--- config.mk ---
export PLATFORM = sky130hd
export DESIGN_NAME = bldc_hall_commutation_duty_top
export DESIGN_NICKNAME = d
export VERILOG_FILES = /design/src/sv/bhcd_pkg.sv /design/src/sv/bhcd_ctrl.sv /design/src/sv/bhcd_datapath.sv /design/src/sv/bldc_hall_commutation_duty_top.sv
export SDC_FILE = /design/constraint.sdc
export NUM_CORES = 1
export LEC_CHECK = 0
export ABC_AREA = 0
export ABC_CLOCK_PERIOD_IN_PS = 19900
export BUFFER_PORTS_ARGS = -buffer_cell sky130_fd_sc_hd__buf_2
export CAP_MARGIN = 10
export CORE_MARGIN = 3
export CORE_UTILIZATION = 35
export DETAILED_ROUTE_END_ITERATION = 6
export HOLD_SLACK_MARGIN = 0.03
export MAX_ROUTING_LAYER = met4
export REMOVE_ABC_BUFFERS = 1
export SLEW_MARGIN = 40
export SYNTH_ARGS = -nofsm -noshare
export SYNTH_HDL_FRONTEND = slang
export SYNTH_HIERARCHICAL = 1
export SYNTH_SLANG_ARGS = --single-unit
--- constraint.sdc ---
create_clock -name clk -period 19.9 [get_ports clk]
set_clock_uncertainty 0.1 [all_clocks]
set_input_delay 3.98 -clock clk [delete_from_list [all_inputs] [get_ports clk]]
set_output_delay 3.98 -clock clk [all_outputs]
set_load 0.02 [all_outputs]
--- src/sv/bhcd_pkg.sv ---
`timescale 1ns / 1ps
`default_nettype none
package bhcd_pkg;

	localparam int ADC_W    = 12;
	localparam int HALL_W   = 3;
	localparam int GATE_W   = 6;
	localparam int CMP_W    = 16;
	localparam int DUTY_W   = 7;
	localparam int PERIOD_W = 16;

	localparam logic [PERIOD_W-1:0] PERIOD_RESET = 16'd9375;

	// Hall codes that never occur on a healthy sensor set
	localparam logic [HALL_W-1:0] HALL_BAD_LO = 3'd3;
	localparam logic [HALL_W-1:0] HALL_BAD_HI = 3'd4;

	// |2*adc - 4095| below this is inside the dead zone (|demand| < 2)
	localparam logic [ADC_W-1:0] DEAD_ZONE_MAG = 12'd91;
	localparam logic [ADC_W:0]   ADC_FULL      = 13'd4095;

	// duty = floor(2m/91) = (2m * DUTY_RECIP) >> DUTY_SHIFT, exact for 2m < 61680
	localparam int               DUTY_SHIFT = 20;
	localparam logic [13:0]      DUTY_RECIP = 14'd11523;

	// floor(p/100) = ((p >> 2) * PCT_RECIP) >> PCT_SHIFT, exact for p < 5898151
	localparam int               PCT_SHIFT = 24;
	localparam logic [19:0]      PCT_RECIP = 20'd671089;

	localparam logic [GATE_W-1:0] FWD_GATES [8] = '{
		6'h21, 6'h09, 6'h24, 6'h00, 6'h00, 6'h18, 6'h06, 6'h12
	};
	localparam logic [GATE_W-1:0] REV_GATES [8] = '{
		6'h18, 6'h12, 6'h09, 6'h00, 6'h00, 6'h06, 6'h21, 6'h24
	};

	typedef struct packed {
		logic [ADC_W-1:0] adc_sample;
		logic             hall_a;
		logic             hall_b;
		logic             hall_c;
	} sample_t;

	typedef struct packed {
		logic [GATE_W-1:0] gate_pattern;
		logic [CMP_W-1:0]  cmp_phase1_high;
		logic [CMP_W-1:0]  cmp_phase1_low;
		logic [CMP_W-1:0]  cmp_phase2_high;
		logic [CMP_W-1:0]  cmp_phase2_low;
		logic [CMP_W-1:0]  cmp_phase3_high;
		logic [CMP_W-1:0]  cmp_phase3_low;
		logic [DUTY_W-1:0] duty_percent;
	} result_t;

	typedef struct packed {
		logic load_in;
		logic do_duty;
		logic do_scale;
		logic do_cmp;
		logic cfg_wr;
	} ctrl_cmd_t;

endpackage
`default_nettype wire

--- src/sv/bhcd_ctrl.sv ---
`timescale 1ns / 1ps
`default_nettype none
module bhcd_ctrl (
	input  wire                 clk,
	input  wire                 arst_n,
	input  wire                 sample_valid,
	output logic                sample_stall,
	output logic                result_valid,
	input  wire                 result_stall,
	input  wire                 cfg_valid,
	output logic                cfg_ready,
	output bhcd_pkg::ctrl_cmd_t cmd
);
	import bhcd_pkg::*;

	typedef enum logic [3:0] {
		ST_IDLE  = 4'b0001,
		ST_DUTY  = 4'b0010,
		ST_SCALE = 4'b0100,
		ST_CMP   = 4'b1000
	} state_t;

	state_t state_q;
	state_t state_nxt;
	logic   result_valid_q;
	logic   out_free;

	assign out_free     = !result_valid_q || !result_stall;
	assign sample_stall = (state_q != ST_IDLE);
	assign result_valid = result_valid_q;
	assign cfg_ready    = 1'b1;

	always_comb begin
		cmd          = '0;
		cmd.cfg_wr   = cfg_valid;
		cmd.load_in  = (state_q == ST_IDLE) && sample_valid;
		cmd.do_duty  = (state_q == ST_DUTY);
		cmd.do_scale = (state_q == ST_SCALE);
		cmd.do_cmp   = (state_q == ST_CMP) && out_free;
	end

	always_comb begin
		state_nxt = state_q;
		unique case (state_q)
			ST_IDLE:  if (sample_valid) state_nxt = ST_DUTY;
			ST_DUTY:  state_nxt = ST_SCALE;
			ST_SCALE: state_nxt = ST_CMP;
			// hold the finished request until the output register frees up
			ST_CMP:   if (out_free) state_nxt = ST_IDLE;
			default:  state_nxt = ST_IDLE;
		endcase
	end

	always_ff @(posedge clk or negedge arst_n) begin
		if (!arst_n) begin
			state_q        <= ST_IDLE;
			result_valid_q <= 1'b0;
		end else begin
			state_q <= state_nxt;
			if (cmd.do_cmp) begin
				result_valid_q <= 1'b1;
			end else if (!result_stall) begin
				result_valid_q <= 1'b0;
			end
		end
	end

`ifndef ASSERT_OFF
	a_accept_starts: assert property (@(posedge clk) disable iff (!arst_n)
		cmd.load_in |=> state_q == ST_DUTY)
		else $error("accepted request did not start the duty step");
	a_duty_to_scale: assert property (@(posedge clk) disable iff (!arst_n)
		state_q == ST_DUTY |=> state_q == ST_SCALE)
		else $error("duty step not followed by scale step");
	a_load_shows: assert property (@(posedge clk) disable iff (!arst_n)
		cmd.do_cmp |=> result_valid_q)
		else $error("loaded result not presented");
	a_no_overwrite: assert property (@(posedge clk) disable iff (!arst_n)
		cmd.do_cmp |-> (!result_valid_q || !result_stall))
		else $error("result overwritten while stalled");
`endif

endmodule
`default_nettype wire

--- src/sv/bhcd_datapath.sv ---
`timescale 1ns / 1ps
`default_nettype none
module bhcd_datapath (
	input  wire                   clk,
	input  wire                   arst_n,
	input  bhcd_pkg::ctrl_cmd_t   cmd,
	input  bhcd_pkg::sample_t     sample,
	input  wire [15:0]            cfg_data,
	output bhcd_pkg::result_t     result
);
	import bhcd_pkg::*;

	logic [ADC_W-1:0]    adc_q;
	logic [HALL_W-1:0]   hall_q;
	logic [PERIOD_W-1:0] period_q;
	logic [GATE_W-1:0]   held_q;
	logic [GATE_W-1:0]   gates_q;
	logic [DUTY_W-1:0]   duty_q;
	logic [22:0]         prod_q;
	result_t             result_q;

	// duty step
	logic              forward;
	logic [ADC_W:0]    two_adc;
	logic [ADC_W-1:0]  mag;
	logic [ADC_W:0]    mag2;
	logic [26:0]       duty_prod;
	logic [GATE_W-1:0] gates_sel;
	logic [GATE_W-1:0] gates_nxt;

	// compare step
	logic [20:0]    pct_in;
	logic [40:0]    pct_prod;
	logic [CMP_W-1:0] cmp;

	always_comb begin
		two_adc   = {adc_q, 1'b0};
		forward   = adc_q[ADC_W-1];
		mag       = forward ? ADC_W'(two_adc - ADC_FULL) : ADC_W'(ADC_FULL - two_adc);
		mag2      = {mag, 1'b0};
		duty_prod = 27'(mag2 * DUTY_RECIP);
		if (hall_q == HALL_BAD_LO || hall_q == HALL_BAD_HI) begin
			gates_sel = held_q;
		end else begin
			gates_sel = forward ? FWD_GATES[hall_q] : REV_GATES[hall_q];
		end
		gates_nxt = (mag < DEAD_ZONE_MAG) ? '0 : gates_sel;
	end

	always_comb begin
		pct_in   = prod_q[22:2];
		pct_prod = 41'(pct_in * PCT_RECIP);
		cmp      = CMP_W'(pct_prod[40:PCT_SHIFT]);
	end

	always_ff @(posedge clk or negedge arst_n) begin
		if (!arst_n) begin
			period_q <= PERIOD_RESET;
			held_q   <= '0;
		end else begin
			if (cmd.cfg_wr) period_q <= cfg_data;
			if (cmd.do_duty) held_q <= gates_nxt;
		end
	end

	always_ff @(posedge clk) begin
		if (cmd.load_in) begin
			adc_q  <= sample.adc_sample;
			hall_q <= {sample.hall_c, sample.hall_b, sample.hall_a};
		end
		if (cmd.do_duty) begin
			gates_q <= gates_nxt;
			duty_q  <= DUTY_W'(duty_prod[26:DUTY_SHIFT]);
		end
		if (cmd.do_scale) begin
			prod_q <= 23'(period_q * duty_q);
		end
		if (cmd.do_cmp) begin
			result_q.gate_pattern    <= gates_q;
			result_q.cmp_phase1_high <= gates_q[0] ? cmp : '0;
			result_q.cmp_phase1_low  <= gates_q[1] ? cmp : '0;
			result_q.cmp_phase2_high <= gates_q[2] ? cmp : '0;
			result_q.cmp_phase2_low  <= gates_q[3] ? cmp : '0;
			result_q.cmp_phase3_high <= gates_q[4] ? cmp : '0;
			result_q.cmp_phase3_low  <= gates_q[5] ? cmp : '0;
			result_q.duty_percent    <= duty_q;
		end
	end

	assign result = result_q;

`ifndef ASSERT_OFF
	a_dead_zone: assert property (@(posedge clk) disable iff (!arst_n)
		cmd.do_scale |-> (duty_q >= 7'd2 || gates_q == '0))
		else $error("gates driven inside the dead zone");
	a_held_tracks: assert property (@(posedge clk) disable iff (!arst_n)
		cmd.do_scale |-> held_q == gates_q)
		else $error("held pattern differs from current pattern");
	a_duty_range: assert property (@(posedge clk) disable iff (!arst_n)
		cmd.do_scale |-> duty_q <= 7'd90)
		else $error("duty above ninety percent");
`endif

endmodule
`default_nettype wire

--- src/sv/bldc_hall_commutation_duty_top.sv ---
`timescale 1ns / 1ps
`default_nettype none
// Six-step Hall commutation with torque-proportional duty. Each request
// carries a 12-bit converter sample (midscale is zero demand) and the three
// Hall levels; each produces one result: the six gate enables, six compare
// values floor(period*duty/100) for enabled gates, and the duty in percent
// (0..90). Hall codes 3 and 4 repeat the previous pattern; a demand below 2%
// turns all gates off. A request is accepted in the idle state and then passes
// through the three multiply steps of the datapath (duty, period scale,
// percent) in the states DUTY, SCALE and CMP; the last of them loads the
// output register. The last step waits while a stalled result still holds
// the output register. The next request is taken once the block returns to
// idle, while the previous result may still wait in the output register.
// The period register (reset 9375) is written through the cfg channel,
// which is always ready; write it only while no request is open.
module bldc_hall_commutation_duty_top (
	input  wire                clk,
	input  wire                arst_n,
	input  wire                sample_valid,
	output logic               sample_stall,
	input  bhcd_pkg::sample_t  sample,
	output logic               result_valid,
	input  wire                result_stall,
	output bhcd_pkg::result_t  result,
	input  wire                cfg_valid,
	output logic               cfg_ready,
	input  wire [15:0]         cfg_data
);
	import bhcd_pkg::*;

	ctrl_cmd_t cmd;

	bhcd_ctrl u_ctrl (
		.clk          (clk),
		.arst_n       (arst_n),
		.sample_valid (sample_valid),
		.sample_stall (sample_stall),
		.result_valid (result_valid),
		.result_stall (result_stall),
		.cfg_valid    (cfg_valid),
		.cfg_ready    (cfg_ready),
		.cmd          (cmd)
	);

	bhcd_datapath u_datapath (
		.clk      (clk),
		.arst_n   (arst_n),
		.cmd      (cmd),
		.sample   (sample),
		.cfg_data (cfg_data),
		.result   (result)
	);

endmodule
`default_nettype wire

# Word-level counts from Yosys, hierarchy flattened
# Memories as Yosys holds them, arrays and structs flattened.
# Index checks and enable logic that the tools add are counted.
# op_classes
n_bitwise	1
add_sub_neg	2
n_mul	3
mux	13
eq_ne	10
magnitude_cmp	2
n_reduce_logical	7
# op_table
cell	count
$mux 6	7
$mul 21x20->40 const B	1
$mul 12x14->26 const B	1
$mul 16x7->23	1
$pmux 4 s4	1
$lt 12x7->1 const B	1
$mux 12	1
$sub 12x12->12 const A	1
$sub 12x12->12 const B	1
$mux 4	2
$eq 4x1->1 const B	1
$eq 4x2->1 const B	1
$eq 4x3->1 const B	1
$eq 4x4->1 const B	1
$ge 4x4->1 const B	1
$ne 2x1->1 const B	2
$ne 4x1->1 const B	1
$not 3->4	1
$eq 3x2->1 const B	1
$eq 3x3->1 const B	1
$logic_and 1x1->1	2
$logic_not 1->1	2
$logic_or 1x1->1	2
$mux 1	2
2 further kinds	2
# word_totals
memories	2
word_cells	57
regBits	187
rom_bits	96
in_bits	36
# memory_table
name	words	word_bits	rd	rd_ports_with_merged_regs	wr	line	source
(no name shown)	8	6	1	0	0	bhcd_datapath.sv:45	gates_sel = forward ? FWD_GATES[hall_q] : REV_GATES[hall_q];
(no name shown)	8	6	1	0	0	bhcd_datapath.sv:45	

# Depth between registers and ports, before layout
# depth
depth_word	7
mapped_depth	23
depth_no_buf	21

# Hierarchy
# Netlist, hierarchy kept.
# by_module_without_submodules
module	seq_area_each_um2	cells_per_inst	instances	area_per_inst_um2
bhcd_datapath	5305.1	2000	1	20913.8
bhcd_ctrl	126.4	27	1	279.0

# Least setup slack after synthesis
# OpenSTA, ideal clock, no wires.
# synth_path
kind	input -> register
start	in result_stall
end	reg u_datapath.result_q (netlist bit u_datapath/result[0]) (enable)
required_time_ns	19.187
setup_ns	0.613
arrival_time_ns	9.257
stages	1
n_path_buf	0
setup_slack_ns	9.931
cell_sequence	a21oi_1
# synth_between
elab_chain_len	3
# synth_rtl
element	line	source
from (decl)	bldc_hall_commutation_duty_top.sv:23	input wire result_stall,
$logic_not 1->1	bhcd_ctrl.sv:28	assign out_free = !result_valid_q || !result_stall;
$logic_or 1x1->1	bhcd_ctrl.sv:28	
$logic_and 1x1->1	bhcd_ctrl.sv:39	cmd.do_cmp = (state_q == ST_CMP) && out_free;
to (decl)	bhcd_datapath.sv:20	result_t result_q;
# No other way between the ends.
# A chain may end at the register's enable or synchronous reset.

# Final worst setup path
# layout_path
start	reg u_datapath.prod_q[14]
end	reg u_datapath.result_q (netlist bit u_datapath/result[8]) (data pin)
# layout_between
elab_chain_len	1
# layout_rtl
element	line	source
from (decl)	bhcd_datapath.sv:19	logic [22:0] prod_q;
from (signal assigned)	bhcd_datapath.sv:76	prod_q <= 23'(period_q * duty_q);
$mul 21x20->40	bhcd_datapath.sv:52	pct_prod = 41'(pct_in * PCT_RECIP);
# No other way between the ends.

==> run metrics <==
most area-consuming cells after synthesis fa_1 (23%), edfxtp_1 (22%), ha_1 (20%), inv_1 (8.1%), and2_1 (3.2%); post-route setup slack ~13 ns; CP required between 20 and 25 ns; final cell count without fillers roughly 3k; Hold Path Class reg2reg; setup TNS 0 ns; Iteration-0 DRC Markers 683; Detailed Place HPWL around 40 mm; maxcap violations 0; Root Driver clkbuf_16; Chip Height between 200 and 300 um; Tot GR Track Use roughly 16%; Placed Area roughly 23000 um2; layout cells sized above 1 around 11%; Final nets ~2.8k; Initial Util between 30 and 40%; top cells by count, synth inv_1 (456), ha_1 (345), fa_1 (246); antenna diode count 0; clock slew at reported path FFs 0.08 ns; Crit Path Class reg2reg; global route overflow 0; Fin. Hold Viols 0; final WL between 40 and 50 mm; most frequent cell after synthesis inv_1; cells resized by post-CTS repair 0; DIE WIDTH approximately 250 um; CTS tree done; first-pass GRT wire length 78.8 mm; worst-case clock buffer depth 2; DRC Markers 0; Setup Slack @ Placement 13.29 ns; crit start category register; Post-Syn Area per Cell 10.5 um2; largest area contributor in the synthesized netlist fa_1; Routed Antenna Nets 0; slew of the pin with the lowest slew margin about 0.84 ns; Rel. slew slack a little over two fifths; post-synthesis cell count around 2.0k; final period utilization approximately a third; share of the synthesized area in the top cell type about 23%; RSZ-0062 raised after global routing no; vias in the first global route roughly 15k; Worst Path Arrival between 6 and 7 ns; largest net degree at the start of global routing just under 80; antenna violations before repair 0; async set or reset register ratio after synthesis 14.6%; Final Instance Area ~23000 um2; Crit Path Max Fanout 13; TritonCTS buffer count 17; Setup crit end kind register; Inst Count DP 2907; vias post-DR ~14k; register area share after synthesis around a quarter; outcome completed; post-synthesis register bit count ~190; H-tree Lvls 4; Port Buffers ~150; Fmax 152 MHz; Tmin final between 6 and 7 ns; P&R area growth vs syn 10.9%; Distinct cells, synth 80; Row Count 89; CTS sink cnt 185; postcts setup bufs 0; Boundary Pins 148; routed length per instance 16.4 um; YS warnings 6; fin. max-slew vios 0; Clock Latency Late Sink roughly 0.48 ns; number of synthesized flops with an enable pin between 150 and 200; synthesized area 21200 um2; die area 63500 um2; first-pass iteration count of the detailed router 5; via density per instance around 5; GP Congestion approximately 0.9; main flop type after synthesis edfxtp_1; core area 59500 um2; setup violators final 0; hold_buf cts 0
## final cells by class
type	instances	area [um2]
clock buffers	17	425
clock inverters	15	219
fillers	5822	36000
inverters	456	1710
multi-input cells	1336	13900
flip-flops and latches	185	5430
well taps	773	967
repair buffers	158	851
## cells by family (layout without fill, tap and decap cells)
kind of cell	count (synthesis)	in the layout	share of synthesized area (%)
adders and majority gates	591	591	43.6
buffers and inverters	506	646	9.04
and+or+nand+nor	428	428	10.7
AOI/OAI and AO/OA	240	240	7.56
DFF	185	185	25.6
xor gates and xnor gates	49	49	2.03
muxes	27	27	1.40
other	1	1	0.0177
## cell usage in the layout, fill, tap and decap left out, drive strengths merged, types with 19 or more instances in the layout
master / n
buf: 158
edfxtp: 158
inv: 466
ha: 345
nand3: 28
nor3: 19
a21oi: 71
xnor2: 35
nand2: 137
mux2: 21
nor2: 36
o21ai: 46
fa: 246
and2: 108
## layer usage
layer / GRT usage, % / wire length, um
met5: - / 0
met4: 4.33 / 837
met3: 2.55 / 1540
met2: 27.6 / 24700
met1: 19.6 / 21000
## critical path, cell delays in order, from the launching register on
cell	delay, ns
edfxtp_1	0.62
ha_1	0.39
inv_1	0.05
fa_1	0.57
fa_1	0.46
fa_1	0.58
inv_1	0.06
fa_1	0.45
fa_1	0.50
inv_1	0.06
fa_1	0.48
inv_1	0.04
ha_1	0.31
a21oi_1	0.21
o21a_1	0.22
o21a_1	0.15
nor2_1	0.07
or3_1	0.56
xor2_1	0.27
and2_1	0.21
## path summary, 6_finish.rpt
kind                            cells after the start  slack, ns                      end             startpoint
worst max-delay path                               19      13.34     u_datapath/result[8]  u_datapath/prod_q[14]
worst min-delay path                                2       0.48        u_ctrl/state_q[0]      u_ctrl/state_q[0]
worst max register to register                     19      13.34     u_datapath/result[8]  u_datapath/prod_q[14]
worst min register to register                      2       0.48        u_ctrl/state_q[0]      u_ctrl/state_q[0]
max in group asynchronous                           1      15.79        u_ctrl/state_q[1]                 arst_n
min in group asynchronous                           1       3.45  u_datapath/period_q[12]                 arst_n
## flip-flops by register name, summed over array words and instances (netlist names)
signal               flops
u_datapath/result      109
u_datapath/prod_q       21
u_datapath/period_q     16
u_datapath/adc_q        12
u_datapath/duty_q        7
u_datapath/gates_q       6
u_datapath/held_q        6
u_ctrl/state_q           4
u_datapath/hall_q        3
u_ctrl/result_valid      1
## through the flow
step                      hold slack, ns  utilization [%]
final                              0.483             39.5
after global routing               0.505             39.5
after CTS                          0.487             39.5
after detailed placement           0.466             38.4
after global placement             0.434             38.3
after floorplan                    0.403                -
Power is left out: the tool's default activity adds up to more than one toggle a clock period on the data nets, which glitch-free logic cannot reach.
